[src/design/mmln_pkg.sv]
package mmln_pkg;

	// default sample width and result width
	localparam int SAMPLE_BITS_DEF = 16;
	localparam int LEVEL_BITS      = 8;
	localparam logic [LEVEL_BITS-1:0] LEVEL_MAX = {LEVEL_BITS{1'b1}};

	// operation codes carried on the op field
	localparam logic OP_MEASURE   = 1'b0;
	localparam logic OP_NORMALIZE = 1'b1;

	// divider sequencer states
	typedef enum logic [1:0] {
		DIV_IDLE,
		DIV_RUN,
		DIV_HOLD
	} div_state_t;

endpackage

[src/design/min_max_level_normalizer.sv]
// Min-max level normalizer. A measure transaction (op 0) folds a signed sample into a
// running minimum and maximum in the cycle it is accepted and gives no result; start_req
// on it first puts the range back to max 0, min largest value. A normalize transaction
// (op 1) returns floor((sample - min) * 255 / (max - min)) clamped to 0..255, or level 0
// with flat set when max is not above min. Normalize runs through a radix-2 divider that
// forms one quotient bit per cycle: operands load at the accepting edge, the 8-bit quotient
// is formed in DIV_RUN, and the result is written to the output register from DIV_HOLD.
// in_stall stays high until that write, so a new normalize item waits until the last one
// is written out; measure items go one per cycle while the divider is idle. A finished
// result that waits on out_stall holds the divider until the output register frees up.
module min_max_level_normalizer #(
	parameter int SAMPLE_BITS = mmln_pkg::SAMPLE_BITS_DEF
) (
	input  logic                             clk,
	input  logic                             arst_n,
	input  logic                             in_valid,
	output logic                             in_stall,
	input  logic                             op,
	input  logic signed [SAMPLE_BITS-1:0]    sample,
	input  logic                             start_req,
	output logic                             out_valid,
	input  logic                             out_stall,
	output logic [mmln_pkg::LEVEL_BITS-1:0]  level,
	output logic                             flat
);
	import mmln_pkg::*;

	localparam logic signed [SAMPLE_BITS-1:0] SAMPLE_LARGEST = {1'b0, {(SAMPLE_BITS-1){1'b1}}};

	logic signed [SAMPLE_BITS-1:0] rmax_q, rmin_q;
	logic signed [SAMPLE_BITS-1:0] base_max, base_min;
	logic                          in_accept;
	logic                          div_busy;

	assign in_stall  = div_busy;
	assign in_accept = in_valid && !in_stall;

	// range base after an optional restart
	always_comb begin
		base_max = start_req ? '0 : rmax_q;
		base_min = start_req ? SAMPLE_LARGEST : rmin_q;
	end

	// fold measured samples into the range
	always_ff @(posedge clk or negedge arst_n) begin
		if (!arst_n) begin
			rmax_q <= '0;
			rmin_q <= SAMPLE_LARGEST;
		end else if (in_accept && op == OP_MEASURE) begin
			rmax_q <= (sample > base_max) ? sample : base_max;
			rmin_q <= (sample < base_min) ? sample : base_min;
		end
	end

	// normalize path
	mmln_div #(
		.SAMPLE_BITS (SAMPLE_BITS)
	) u_div (
		.clk       (clk),
		.arst_n    (arst_n),
		.start     (in_accept && op == OP_NORMALIZE),
		.sample    (sample),
		.rmin      (rmin_q),
		.rmax      (rmax_q),
		.busy      (div_busy),
		.out_valid (out_valid),
		.out_stall (out_stall),
		.level     (level),
		.flat      (flat)
	);

endmodule

[src/design/mmln_div.sv]
module mmln_div #(
	parameter int SAMPLE_BITS = mmln_pkg::SAMPLE_BITS_DEF
) (
	input  logic                              clk,
	input  logic                              arst_n,
	input  logic                              start,
	input  logic signed [SAMPLE_BITS-1:0]     sample,
	input  logic signed [SAMPLE_BITS-1:0]     rmin,
	input  logic signed [SAMPLE_BITS-1:0]     rmax,
	output logic                              busy,
	output logic                              out_valid,
	input  logic                              out_stall,
	output logic [mmln_pkg::LEVEL_BITS-1:0]   level,
	output logic                              flat
);
	import mmln_pkg::*;

	localparam int DW  = SAMPLE_BITS + 1;
	localparam int NW  = DW + LEVEL_BITS;
	localparam int CW  = $clog2(LEVEL_BITS);
	localparam logic [CW-1:0] CNT_LAST = CW'(LEVEL_BITS - 1);

	div_state_t state_q, state_d;

	logic signed [DW-1:0]  num_d, den_d;
	logic [NW-1:0]         prod_d;
	logic                  flat_d, fix_d;
	logic [LEVEL_BITS-1:0] fix_level_d;

	logic [DW-1:0]         den_q, rem_q;
	logic [LEVEL_BITS-1:0] low_q, quo_q, fix_level_q;
	logic                  flat_q, fix_q;
	logic [CW-1:0]         cnt_q;
	logic                  out_valid_q;
	logic [LEVEL_BITS-1:0] level_q;
	logic                  flat_out_q;

	logic [DW:0]           trial;
	logic                  qbit;
	logic [DW-1:0]         rem_next;
	logic                  out_free;

	// operand setup: offsets from the range minimum
	always_comb begin
		num_d  = DW'($signed(sample)) - DW'($signed(rmin));
		den_d  = DW'($signed(rmax)) - DW'($signed(rmin));
		flat_d = (rmax <= rmin);
		// num * 255 as (num << 8) - num, only used when 0 < num < den
		prod_d = {num_d, {LEVEL_BITS{1'b0}}} - NW'(unsigned'(num_d));
		fix_d       = 1'b1;
		fix_level_d = '0;
		if (flat_d || num_d <= 0) begin
			fix_d       = 1'b1;
			fix_level_d = '0;
		end else if (num_d >= den_d) begin
			fix_d       = 1'b1;
			fix_level_d = LEVEL_MAX;
		end else begin
			fix_d       = 1'b0;
			fix_level_d = '0;
		end
	end

	// one restoring quotient bit per cycle in DIV_RUN
	always_comb begin
		trial    = {rem_q, low_q[LEVEL_BITS-1]};
		qbit     = (trial >= {1'b0, den_q});
		rem_next = qbit ? DW'(trial - {1'b0, den_q}) : DW'(trial);
	end

	assign out_free = !out_valid_q || !out_stall;

	// sequencer
	always_comb begin
		state_d = state_q;
		unique case (state_q)
			DIV_IDLE: begin
				if (start) state_d = DIV_RUN;
			end
			DIV_RUN: begin
				if (cnt_q == CNT_LAST) state_d = DIV_HOLD;
			end
			DIV_HOLD: begin
				if (out_free) state_d = DIV_IDLE;
			end
			default: state_d = DIV_IDLE;
		endcase
	end

	always_ff @(posedge clk or negedge arst_n) begin
		if (!arst_n) begin
			state_q <= DIV_IDLE;
		end else begin
			state_q <= state_d;
		end
	end

	// datapath registers
	always_ff @(posedge clk) begin
		if (state_q == DIV_IDLE && start) begin
			den_q       <= den_d;
			rem_q       <= prod_d[NW-1:LEVEL_BITS];
			low_q       <= prod_d[LEVEL_BITS-1:0];
			quo_q       <= '0;
			flat_q      <= flat_d;
			fix_q       <= fix_d;
			fix_level_q <= fix_level_d;
			cnt_q       <= '0;
		end else if (state_q == DIV_RUN) begin
			rem_q <= rem_next;
			low_q <= {low_q[LEVEL_BITS-2:0], 1'b0};
			quo_q <= {quo_q[LEVEL_BITS-2:0], qbit};
			cnt_q <= cnt_q + 1'b1;
		end
	end

	// output register
	always_ff @(posedge clk or negedge arst_n) begin
		if (!arst_n) begin
			out_valid_q <= 1'b0;
		end else if (state_q == DIV_HOLD && out_free) begin
			out_valid_q <= 1'b1;
		end else if (!out_stall) begin
			out_valid_q <= 1'b0;
		end
	end

	always_ff @(posedge clk) begin
		if (state_q == DIV_HOLD && out_free) begin
			level_q    <= fix_q ? fix_level_q : quo_q;
			flat_out_q <= flat_q;
		end
	end

	assign busy      = (state_q != DIV_IDLE);
	assign out_valid = out_valid_q;
	assign level     = level_q;
	assign flat      = flat_out_q;

endmodule
[config.mk]
export PLATFORM = sky130hd
export DESIGN_NAME = min_max_level_normalizer
export DESIGN_NICKNAME = d
export VERILOG_FILES = /design/src/design/mmln_pkg.sv /design/src/design/min_max_level_normalizer.sv /design/src/design/mmln_div.sv
export SDC_FILE = /design/constraint.sdc
export NUM_CORES = 1
export LEC_CHECK = 0
export ABC_AREA = 1
export BUFFER_PORTS_ARGS = -buffer_cell sky130_fd_sc_hd__buf_2
export CELL_PAD_IN_SITES_DETAIL_PLACEMENT = 1
export CELL_PAD_IN_SITES_GLOBAL_PLACEMENT = 1
export CORE_MARGIN = 5
export CORE_UTILIZATION = 35
export DETAILED_ROUTE_END_ITERATION = 8
export PLACE_DENSITY_LB_ADDON = 0.08
export SLEW_MARGIN = 20
export SYNTH_ARGS = -nofsm -noshare
export SYNTH_HDL_FRONTEND = slang
export SYNTH_SLANG_ARGS = --single-unit
[constraint.sdc]
create_clock -name clk -period 4.7 [get_ports clk]
set_clock_uncertainty 0.2 [all_clocks]
set_input_delay 0.47 -clock clk [delete_from_list [all_inputs] [get_ports clk]]
set_output_delay 0.47 -clock clk [all_outputs]
set_load 0.05 [all_outputs]
Word level (Yosys, flattened, before mapping) --
Cells that the tools add are included.
Storage, ports and cells: register bits 107, input bits 22, output and inout bits 11, word-level logic and storage cells 65
Operators by class: $add $sub $neg 5, order comparisons 6, equality and inequality tests 7, muxes and demuxes 18, bitwise gates (word level) 1, reductions and logical operators 14
Operators by type and width (number):
- $mux W16 | 4
- $mux W17 | 3
- $sub A16 B16 Y17 | 2
- $mux W8 | 4
- $sub A25 B17 Y25 | 1
- $ge A18 B17 Y1 | 1
- $ge A17 B17 Y1 | 1
- $le A17 B1 Y1 const B | 1
- $sub A17 B17 Y17 | 1
- $gt A16 B16 Y1 | 1
- $le A16 B16 Y1 | 1
- $lt A16 B16 Y1 | 1
- $ne A2 B1 Y1 const B | 4
- $mux W2 | 3
- $pmux W2 S3 | 1
- $logic_and A1 B1 Y1 | 5
- $reduce_bool A2 Y1 | 2
- $add A3 B1 Y3 const B | 1
- $eq A3 B3 Y1 const B | 1
- $logic_not A1 Y1 | 3
- $mux W1 | 3
- $reduce_and A3 Y1 | 1
- $eq A2 B1 Y1 const B | 1
- $eq A2 B2 Y1 const B | 1
- 3 further kinds | 4

Logic depth before layout (Yosys ltp) --
depth in word-level cells 6, depth in mapped cells 25

Cells and area by module --
Synthesis repeated with hierarchy kept, for this count alone.
Unflattened totals: cell total of the unflattened synthesis 1358, area, all modules 9562.9 sq um
Modules (own cells, without submodules):
- mmln_div | instances 1, cells each 992, area each 6959.2 sq um, sequential area each 1916.8 sq um
- min_max_level_normalizer | instances 1, cells each 366, area each 2603.7 sq um, sequential area each 819.5 sq um

Worst setup path before layout --
No wires, ideal clock.
path kind input -> register, start input port sample[0], end register u_div.fix_q, data pin, data arrival time 2.890 ns, required time 4.247 ns, slack 1.357 ns, cell stages on the path 17, cells stage by stage inv_1 ha_1 inv_1 fa_1 nand3_1 nand3_1 xor2_1 ha_1 a21oi_1 o21a_1 nor3_1 a2111oi_0 nor3_1 nor2_1 nand3_1 nand2_1 nand2_1
Between the ends: cells in the longest elaborated chain, start to end 3, elaborated cells on any way between the ends 5, classes of those cells add/sub: 1; order compare: 2; mux: 1; reduce/logical: 1
Ends and longest elaborated chain:
- from (decl) | line min_max_level_normalizer.sv:19 | input logic signed [SAMPLE_BITS-1:0] sample,
- $sub A16 B16 Y17 * | line mmln_div.sv:45 | num_d = DW'($signed(sample)) - DW'($signed(rmin));
- $ge A17 B17 Y1 or $le A17 B1 Y1 (tied branches) | line mmln_div.sv:55, mmln_div.sv:52
- $mux W1 or $logic_or A1 B1 Y1 (tied branches) | line mmln_div.sv:55, mmln_div.sv:52
- to (signal assigned) | line mmln_div.sv:106 | fix_q <= fix_d;
- to (decl) | line mmln_div.sv:32 | logic flat_q, fix_q;
Mark *: on every way between the ends. The rest lies on a longest branch, timed or not. A chain may end at the register's enable or synchronous reset.

Worst setup path after layout --
start register rmin_q[0], end register u_div.rem_q[14], data pin
Between the ends: cells in the longest elaborated chain, start to end 3
Ends and longest elaborated chain:
- from (decl) | line min_max_level_normalizer.sv:30 | logic signed [SAMPLE_BITS-1:0] rmax_q, rmin_q;
- from (signal assigned) | line min_max_level_normalizer.sv:51 | rmin_q <= (sample < base_min) ? sample : base_min;
- $sub A16 B16 Y17 | line mmln_div.sv:45
- $sub A25 B17 Y25 | line mmln_div.sv:49 | prod_d = {num_d, {LEVEL_BITS{1'b0}}} - NW'(unsigned'(num_d));
- $mux W17 | line mmln_div.sv:100 | if (state_q == DIV_IDLE && start) begin
- to (signal assigned) | line mmln_div.sv:102 | rem_q <= prod_d[NW-1:LEVEL_BITS];
- to (signal assigned) | line mmln_div.sv:110 | rem_q <= rem_next;
- to (decl) | line mmln_div.sv:30 | logic [DW-1:0] den_q, rem_q;
No other way between the ends.

==> results.json <==
{
  "period_share_pct": 85.2,
  "clkSlewWorstSetupHoldPaths_ps": 90,
  "post_cts.repair.setup_buffers": 0,
  "cts.sinks": 100,
  "status": "finished with violations",
  "setup_viol": 0,
  "nets": 1492,
  "synth_edf_count": 54,
  "synth_seq_cells": 100,
  "synth_cells": 1345,
  "rsz0062_at_grt": "false",
  "io_buffers": 32,
  "synth-simple-area-share_pct": 29.6,
  "ios": 33,
  "hold_path_class": "input port to asynchronous set/reset pin",
  "layoutNonFillerInstCount": 1710,
  "die_x_um": 172,
  "tightest_slew_ps": 998,
  "final-max-slew-violation-count": 0,
  "dr.first_iter.drc_count": 404,
  "synth_warnings": 0,
  "cts_hold_buffers": 0,
  "clock.fmax_ghz": 0.250,
  "htree_levels": 3,
  "core-area_um2": 26000,
  "timing.hold.ws_ps": -5.14,
  "dp_slack_ps": 460,
  "wirelength_um": 29700,
  "dp_cells": 1694,
  "max-slew-margin-rel_pct": 33.4,
  "fillCellCount": 3396,
  "synth_top_cell_by_area": "edfxtp_1",
  "grt_pass1_wl_um": 48800,
  "synth_ff_type": "edfxtp_1",
  "synth_top_family_by_area": "simple AND/OR/NAND/NOR gates",
  "drive_above_1_share_pct": 7.20,
  "numCtsBuffers": 9,
  "grt_usage_pct": 20.8,
  "antenna_found_initial": 0,
  "syn_nets": 1467,
  "hold_violations": 2,
  "hpwl_um": 24500,
  "ys_types": 47,
  "die_area_um2": 29600,
  "syn_to_final_growth_pct": 9.33,
  "required_ps": 4620,
  "critPathLaunchType": "flop",
  "grt_max_degree": 51,
  "maxCapViolCount": 0,
  "start_util_pct": 35.4,
  "synth.area.mux_share_pct": 0,
  "clk_latency_ps": 370,
  "ys_async_sr_fraction_pct": 35.0,
  "netlist_area_um2": 9190,
  "synth_fa_ha_area_share_pct": 13.9,
  "synth_compound_area_share_pct": 14.5,
  "fp.dieH_um": 172,
  "cts_tree": "built",
  "grt_pass1_vias": 9243,
  "wl_per_cell_um": 17.4,
  "critical_path_peak_fanout": 5,
  "grt.overflow.total": 0,
  "critPathKind": "flop to flop",
  "fin_ws_ps": 694,
  "synth_top_area_share_pct": 17.6,
  "place_congestion": 0.824,
  "first_pass_iters": 4,
  "cts_resized": 0,
  "cts_buffer_depth": 2,
  "violations": "hold timing",
  "cts_root_buf": "clkbuf_16",
  "cp.arrival_ps": 3930,
  "seq_area_frac_synth_pct": 29.8,
  "worst_setup_path_end_kind": "flop",
  "antenna_cells": 0,
  "synth-xor-area-share_pct": 3.49,
  "drc": 0,
  "postRouteAntennaNets": 0,
  "num_rows": 59,
  "period_minus_slack_ps": 4010,
  "avgSynthCellArea_um2": 6.83,
  "setup-tns-final_ps": 0,
  "vias": 8792,
  "netlist_top_cells_area": "edfxtp_1 18%, nand2_1 16%, ha_1 13%, inv_1 7.4%, o21ai_0 5.5%",
  "vias_per_cell": 5.14
}
-- sequential cells by signal, summed over array words and instances, names as in the netlist --
register and flops:
u_div.out_valid 1, u_div.state_q 2, u_div.level 8, u_div.fix_q 1
u_div.quo_q 8, u_div.rem_q 17, u_div.cnt_q 3, u_div.flat_q 1
u_div.den_q 17, rmax_q 16, u_div.flat 1, u_div.low_q 8
rmin_q 16, u_div.fix_level_q 1
-- final timing paths --
path	from	to	slack (ps)	depth (start not counted)
worst min register to register	u_div.flat_q	u_div.flat	260	0
max in group asynchronous	arst_n	rmax_q[6]	3740	1
worst max register to register	rmin_q[0]	u_div.rem_q[14]	690	20
min in group clk	out_stall	u_div.out_valid	140	3
worst min-delay path	arst_n	rmax_q[12]	-5	1
worst max-delay path	rmin_q[0]	u_div.rem_q[14]	690	20
-- routing by layer --
layer | vias to the layer above | routed length [um] | track usage, %
li1 | 4502 | - | -
met2 | 79 | 14400 | 36.3
met1 | 4178 | 14300 | 27.7
met5 | - | 0 | 0
met3 | 33 | 431 | 2.29
met4 | 0 | 571 | 5.06
-- worst max-delay path, cell delays in order, from the launching register on --
cell and delay [ps]:
dfstp_2 580, ha_1 150, inv_1 80, fa_1 550, inv_1 160, ha_1 180
nand2_1 80, nor2_1 310, inv_1 80, nor2_1 180, nand3_1 160, nor2_2 280
nand2_1 100, nand2_1 110, nand2_1 90, nand2_1 100, nand2_2 100, nand3_1 90
nand2_1 50, nand3_1 70, nand2_1 50
-- logic make-up after synthesis --
logic type,Yosys count
AOI/OAI and AO/OA,245
xor gates and xnor gates,34
adders and majority gates,100
buffers and inverters,216
DFF,100
and+or+nand+nor,650
-- cells in the final DEF (no fill, tap or decap), types with 5 or more instances in the layout --
master | netlist | routed
a21oi_1 | 91 | 91
a22oi_1 | 10 | 10
buf_2 | 1 | 32
buf_4 | 0 | 6
clkbuf_16 | 0 | 9
dfrtp_1 | 20 | 20
dfstp_2 | 15 | 15
dfxtp_1 | 11 | 11
edfxtp_1 | 54 | 54
ha_1 | 97 | 97
inv_1 | 182 | 182
inv_2 | 8 | 8
nand2_1 | 390 | 390
nand2_2 | 8 | 8
nand3_1 | 97 | 97
nand4_1 | 19 | 19
nor2_1 | 103 | 101
nor2_2 | 5 | 6
nor3_1 | 11 | 11
nor4_1 | 5 | 5
o211ai_1 | 5 | 5
o21ai_0 | 101 | 101
o21ai_1 | 10 | 10
o22ai_1 | 6 | 6
xnor2_1 | 14 | 14
xor2_1 | 17 | 17
-- synth_stat cells (2+ instances only) --
cell        n
ha_1       97
o22ai_1     6
nand2_2     8
o21ai_0   101
nand4_1    19
nand3_1    97
a21boi_0    3
o211ai_1    5
o21a_1      4
dfrtp_1    20
o21bai_1    2
fa_1        3
inv_1     182
nand3b_1    4
clkinv_1    2
dfxtp_1    11
xor2_1     17
edfxtp_1   54
a21o_1      2
clkbuf_1   22
a31oi_1     3
nor2_1    103
dfstp_2    15
nor3_1     11
o21ai_1    10
nor4_1      5
a22oi_1    10
a21oi_1    91
xnor2_1    14
and2_1      4
o31ai_1     3
xor2_2      2
nand2_1   390
nor2_2      5
inv_2       8
-- area by class of cell --
class / count / area, um^2 / share of cell area (%)
Sequential cell: 100 / 2740 / 27.2
Clock inverter: 7 / 88.8 / 0.884
Timing Repair Buffer: 38 / 205 / 2.04
Inverter: 192 / 721 / 7.17
Multi-Input combinational cell: 1029 / 5650 / 56.2
Clock buffer: 9 / 225 / 2.24
Tap cell: 335 / 419 / 4.17
-- metrics by stage --
stage | area [um^2] | util, %
finish | 10000 | 38.7
detailed placement | 9730 | 37.5
global route | 10000 | 38.7
floorplan | 9190 | -
CTS | 10000 | 38.7
global placement | 9730 | 37.5
Power is left out: the tool's default activity adds up to more than one toggle a clock period on the data nets, which glitch-free logic cannot reach.
